## src/tpi_pkg.sv

```systemverilog
// Shared constants for the triangle / plane crossing block.
`timescale 1ns / 1ps
`default_nettype none
package tpi_pkg;

	// Default vertex coordinate width (signed Q16.16).
	localparam int COORD_WIDTH_DEF = 32;

	// Configuration port geometry: 64-bit data, registers on 8-byte steps.
	localparam int APB_ADDR_W = 6;
	localparam int APB_DATA_W = 64;
	localparam int REG_IDX_W  = 3;

	localparam logic [REG_IDX_W-1:0] REG_NORMAL_X = 3'd0;
	localparam logic [REG_IDX_W-1:0] REG_NORMAL_Y = 3'd1;
	localparam logic [REG_IDX_W-1:0] REG_NORMAL_Z = 3'd2;
	localparam logic [REG_IDX_W-1:0] REG_OFFSET   = 3'd3;
	localparam logic [REG_IDX_W-1:0] REG_LINE_X   = 3'd4;
	localparam logic [REG_IDX_W-1:0] REG_LINE_Y   = 3'd5;
	localparam logic [REG_IDX_W-1:0] REG_LINE_Z   = 3'd6;
	localparam logic [REG_IDX_W-1:0] REG_MIN_DEN  = 3'd7;

	localparam logic [30:0] MIN_DEN_RESET = 31'd1;

endpackage
`default_nettype wire

```

## src/tpi_smul.sv

```systemverilog
// Two-stage signed multiplier that splits the coordinate operand into two halves.
`timescale 1ns / 1ps
`default_nettype none
module tpi_smul #(
	parameter int AW = tpi_pkg::COORD_WIDTH_DEF
) (
	input  wire logic                 clk,
	input  wire logic                 en1,
	input  wire logic                 en2,
	input  wire logic signed [AW-1:0] a,
	input  wire logic signed [31:0]   b,
	output logic signed [AW+31:0]     p
);
	localparam int LB = AW / 2;
	localparam int PW = AW + 32;

	logic signed [LB+32:0]    lo_s1;
	logic signed [AW-LB+31:0] hi_s1;
	logic signed [PW-1:0]     p_s2;

	// The low half is unsigned, so it gets a zero sign bit before the multiply.
	always_ff @(posedge clk) begin
		if (en1) begin
			lo_s1 <= $signed({1'b0, a[LB-1:0]}) * b;
			hi_s1 <= $signed(a[AW-1:LB]) * b;
		end
	end

	always_ff @(posedge clk) begin
		if (en2) begin
			p_s2 <= $signed({hi_s1, {LB{1'b0}}}) + PW'(lo_s1);
		end
	end

	assign p = p_s2;
endmodule
`default_nettype wire

```

## config.mk

```make
export PLATFORM = sky130hd
export DESIGN_NAME = tpi_smul
export DESIGN_NICKNAME = d
export VERILOG_FILES = /design/src/tpi_pkg.sv /design/src/tpi_smul.sv
export SDC_FILE = /design/constraint.sdc
export NUM_CORES = 2
export LEC_CHECK = 0
export BUFFER_PORTS_ARGS = -buffer_cell sky130_fd_sc_hd__buf_2
export CORE_MARGIN = 2
export CORE_UTILIZATION = 30
export DETAILED_ROUTE_END_ITERATION = 8
export GPL_ROUTABILITY_DRIVEN = 0
export SYNTH_ARGS = -nofsm -noshare
export SYNTH_HDL_FRONTEND = slang
export SYNTH_SLANG_ARGS = --single-unit
```

## constraint.sdc

```tcl
create_clock -name clk -period 10.25 [get_ports clk]
set_input_delay 2.05 -clock clk [delete_from_list [all_inputs] [get_ports clk]]
set_output_delay 2.05 -clock clk [all_outputs]
set_load 0.1 [all_outputs]
```

==> flow_summary.yaml <==
finish:
  fin_nets: 5901
  post-route-cell-area_um2: 46100
  areaGrowthSynthToFinish_pct: 7.12
  fill_cells: 14800
  drive_gt1_frac: 0.0457
logic_synthesis:
  ys_warn_count: 0
  synth_fp_nets: 5930
  synth.distinct_cells: 70
  synth_area_um2: 43000
  synth_top_area_cell: "fa_1"
  yosys.area_share.simple: 0.146
  netlist.area_leader.share: 0.454
  synth_xor_xnor_area_share: 0.0293
  synth_mux_area_frac: 0
  syn_avg_cell_area_um2: 9.33
  synth_area_leaders: "fa_1 (45%), edfxtp_1 (11%), inv_1 (10%)"
  netlist_instances: 4609
  ys.flop_type: "edfxtp_1"
  synth-seq-cells: 161
  synth_compound_gate_area_share: 0.0589
  synth-adder-area-share: 0.535
  async_flop_share: 0
  synth_edf_count: 161
  synth_top_family_by_area: "adder cells"
  seq_area_frac_synth: 0.112
critical_path:
  path_max_fanout: 32
  cp-endpoint: "hi_s1[44]"
  start_kind: "primary input"
  rrSetupSlack_ps: 6130
  required_ps: 10460
  worstSetupEndpointType: "flop"
  timing.rr.start: "lo_s1[16]"
  reg2regPathDepth: 13
  crit_arrival_ps: 8800
  worstSetupStartpoint: "b[9]"
  worstSetupPathType: "in -> reg"
  r2r-end: "p[60]"
placement:
  place_area_um2: 45500
  numPortBuffers: 130
  place.detailed.hpwl_mm: 89.1
outcome:
  status: "finished clean"
die:
  die_y_um: 383
  fp.dieW_um: 383
  row_count: 138
  ioPinCount: 131
  start_util: 0.303
  core_area_um2: 142000
  die_area_um2: 146000
routing:
  antenna_left: 0
  drcViolationCount: 0
  vias_per_cell: 4.71
  dr.pass1.iters: 5
  drt-initial-drc-count: 1731
  vias: 30600
  wl_per_cell_um: 17.5
  finalWirelength_mm: 113
sta:
  finalHoldViolCount: 0
  finalSetupTns_ps: 0
  slew_viol_final: 0
  setup_viol: 0
  min_period_ps: 8600
  clock.fmax_mhz: 116
  tightest_slew_ps: 999
  period_share: 0.839
  slew_headroom: 0.334
  rsz0062_at_grt: "no"
  fin_skew_ps: 16.1
clock_tree:
  htreeDepth: 4
  numCtsBuffers: 17
  cts_setup_buffers: 0
  clock-sinks: 161
  ctsHoldBuffers: 0
  clk_latency_ps: 490
  cts_buffer_depth: 2
  clk_pin_slew_ps: 80
  ctsResizeCount: 0
  clockRootBuffer: "clkbuf_16"
  tritoncts: "done"
global_route:
  grt_overflow_total: 0
  grt_pass1_vias: 33900
  grtUsageTotal: 0.163
  grt_first_pass_wirelength_mm: 186
  antenna_found_initial: 11
  grt_max_degree: 66
job:
  drv_cap: 0
min_path:
  hold_path_class: "reg -> reg"
  min_from: "lo_s1[5]"
## registers in the layout, indices dropped and copies added (netlist names)
| name | count |
|---|---|
| p | 64 |
| lo_s1 | 49 |
| hi_s1 | 48 |
## synth_stat cells (all sizes together), types with 40 or more instances
cell	n
a21o	64
a21oi	117
and2	408
clkbuf	208
edfxtp	161
fa	976
ha	278
inv	1142
nand2	659
nor2	105
o21ai	67
xnor2	104
xor2	40
## worst min path at each step
| stage | endpoint | cells after the start |
|---|---|---|
| floorplan | p[0] | 0 |
| global placement | p[5] | 0 |
| detailed placement | p[10] | 0 |
| CTS | p[3] | 0 |
| global route | p[9] | 0 |
| finish | p[5] | 0 |
## cells in the final DEF (no fill, tap or decap), types with 3 or more instances in the layout
cell type  synthesis  routed
or3_1              5       5
nand3_1           29      29
xnor2_1          104     104
o211ai_1          12      12
inv_8              0       4
buf_4              0      37
inv_1           1141    1141
o21a_1            14      14
nor3_1            18      18
a21oi_1          117     117
nand2_1          659     659
nand4_1           18      18
nor2b_1           25      25
fa_1             976     976
o31ai_1            3       3
o21bai_1          25      25
clkinv_4           0       4
edfxtp_1         161     161
o21ai_1            8       8
o41ai_1            4       4
and4_1             4       4
and2_1           408     408
nand2b_1          19      19
a31oi_1           11      11
o31a_1             4       4
nor4_1             3       3
a21boi_0           6       6
clkbuf_16          0      17
inv_6              0       3
and3_1            13      13
a21o_1            64      64
ha_1             278     278
xor2_1            40      40
buf_2              1     128
a221oi_1           4       4
nor2_1           105     105
o21ai_0           58      58
a211oi_1          14      14
## area by class of cell
class / instances / area, µm² / area share
Timing Repair Buffer: 165 / 918 / 0.0199
Sequential cell: 161 / 4830 / 0.105
Clock inverter: 13 / 144 / 0.00312
Multi-Input combinational cell: 3093 / 33100 / 0.718
Tap cell: 1890 / 2360 / 0.0514
Inverter: 1142 / 4290 / 0.0931
Clock buffer: 19 / 433 / 0.00940
Antenna cell: 1 / 2.50 / 0.0000543
## critical path, cell delays in order
cell and delay, ps:
buf_2 660, nand2_1 170, fa_1 540, fa_1 570, fa_1 440, fa_1 550, inv_1 50, fa_1 490
fa_1 440, ha_1 370, a21oi_1 180, nor2_1 50, o41a_1 360, a41o_1 280, a41oi_2 430, o21ai_1 250
o221ai_2 340, o32a_1 270, and2_1 190, o211ai_1 100
## stage by stage
stage,std cells,hold WS [ps],setup slack [ps],util
floorplan,4609,400,2200,-
global placement,6451,403,1260,0.320
detailed placement,6451,405,1150,0.320
CTS,6483,424,1650,0.324
global route,6484,435,1290,0.324
finish,6484,421,1650,0.324
## cell families (layout without fill, tap and decap cells)
family,after synthesis,after routing
AO/OA/AOI/OAI,383,383
XOR/XNOR,144,144
adder cells (fa/ha/maj),1254,1254
buffers and inverters,1355,1339
flip-flops,161,161
other,0,1
AND/OR/NAND/NOR,1312,1312
## layer usage
metal  part of all wire  track usage
met1               0.41        0.205
met2               0.50        0.289
met3              0.051       0.0196
met4              0.033       0.0527
met5            0.00076            0
Power is not shown: default switching activity piles up to over one toggle a cycle in this logic, so the estimate is an artifact.
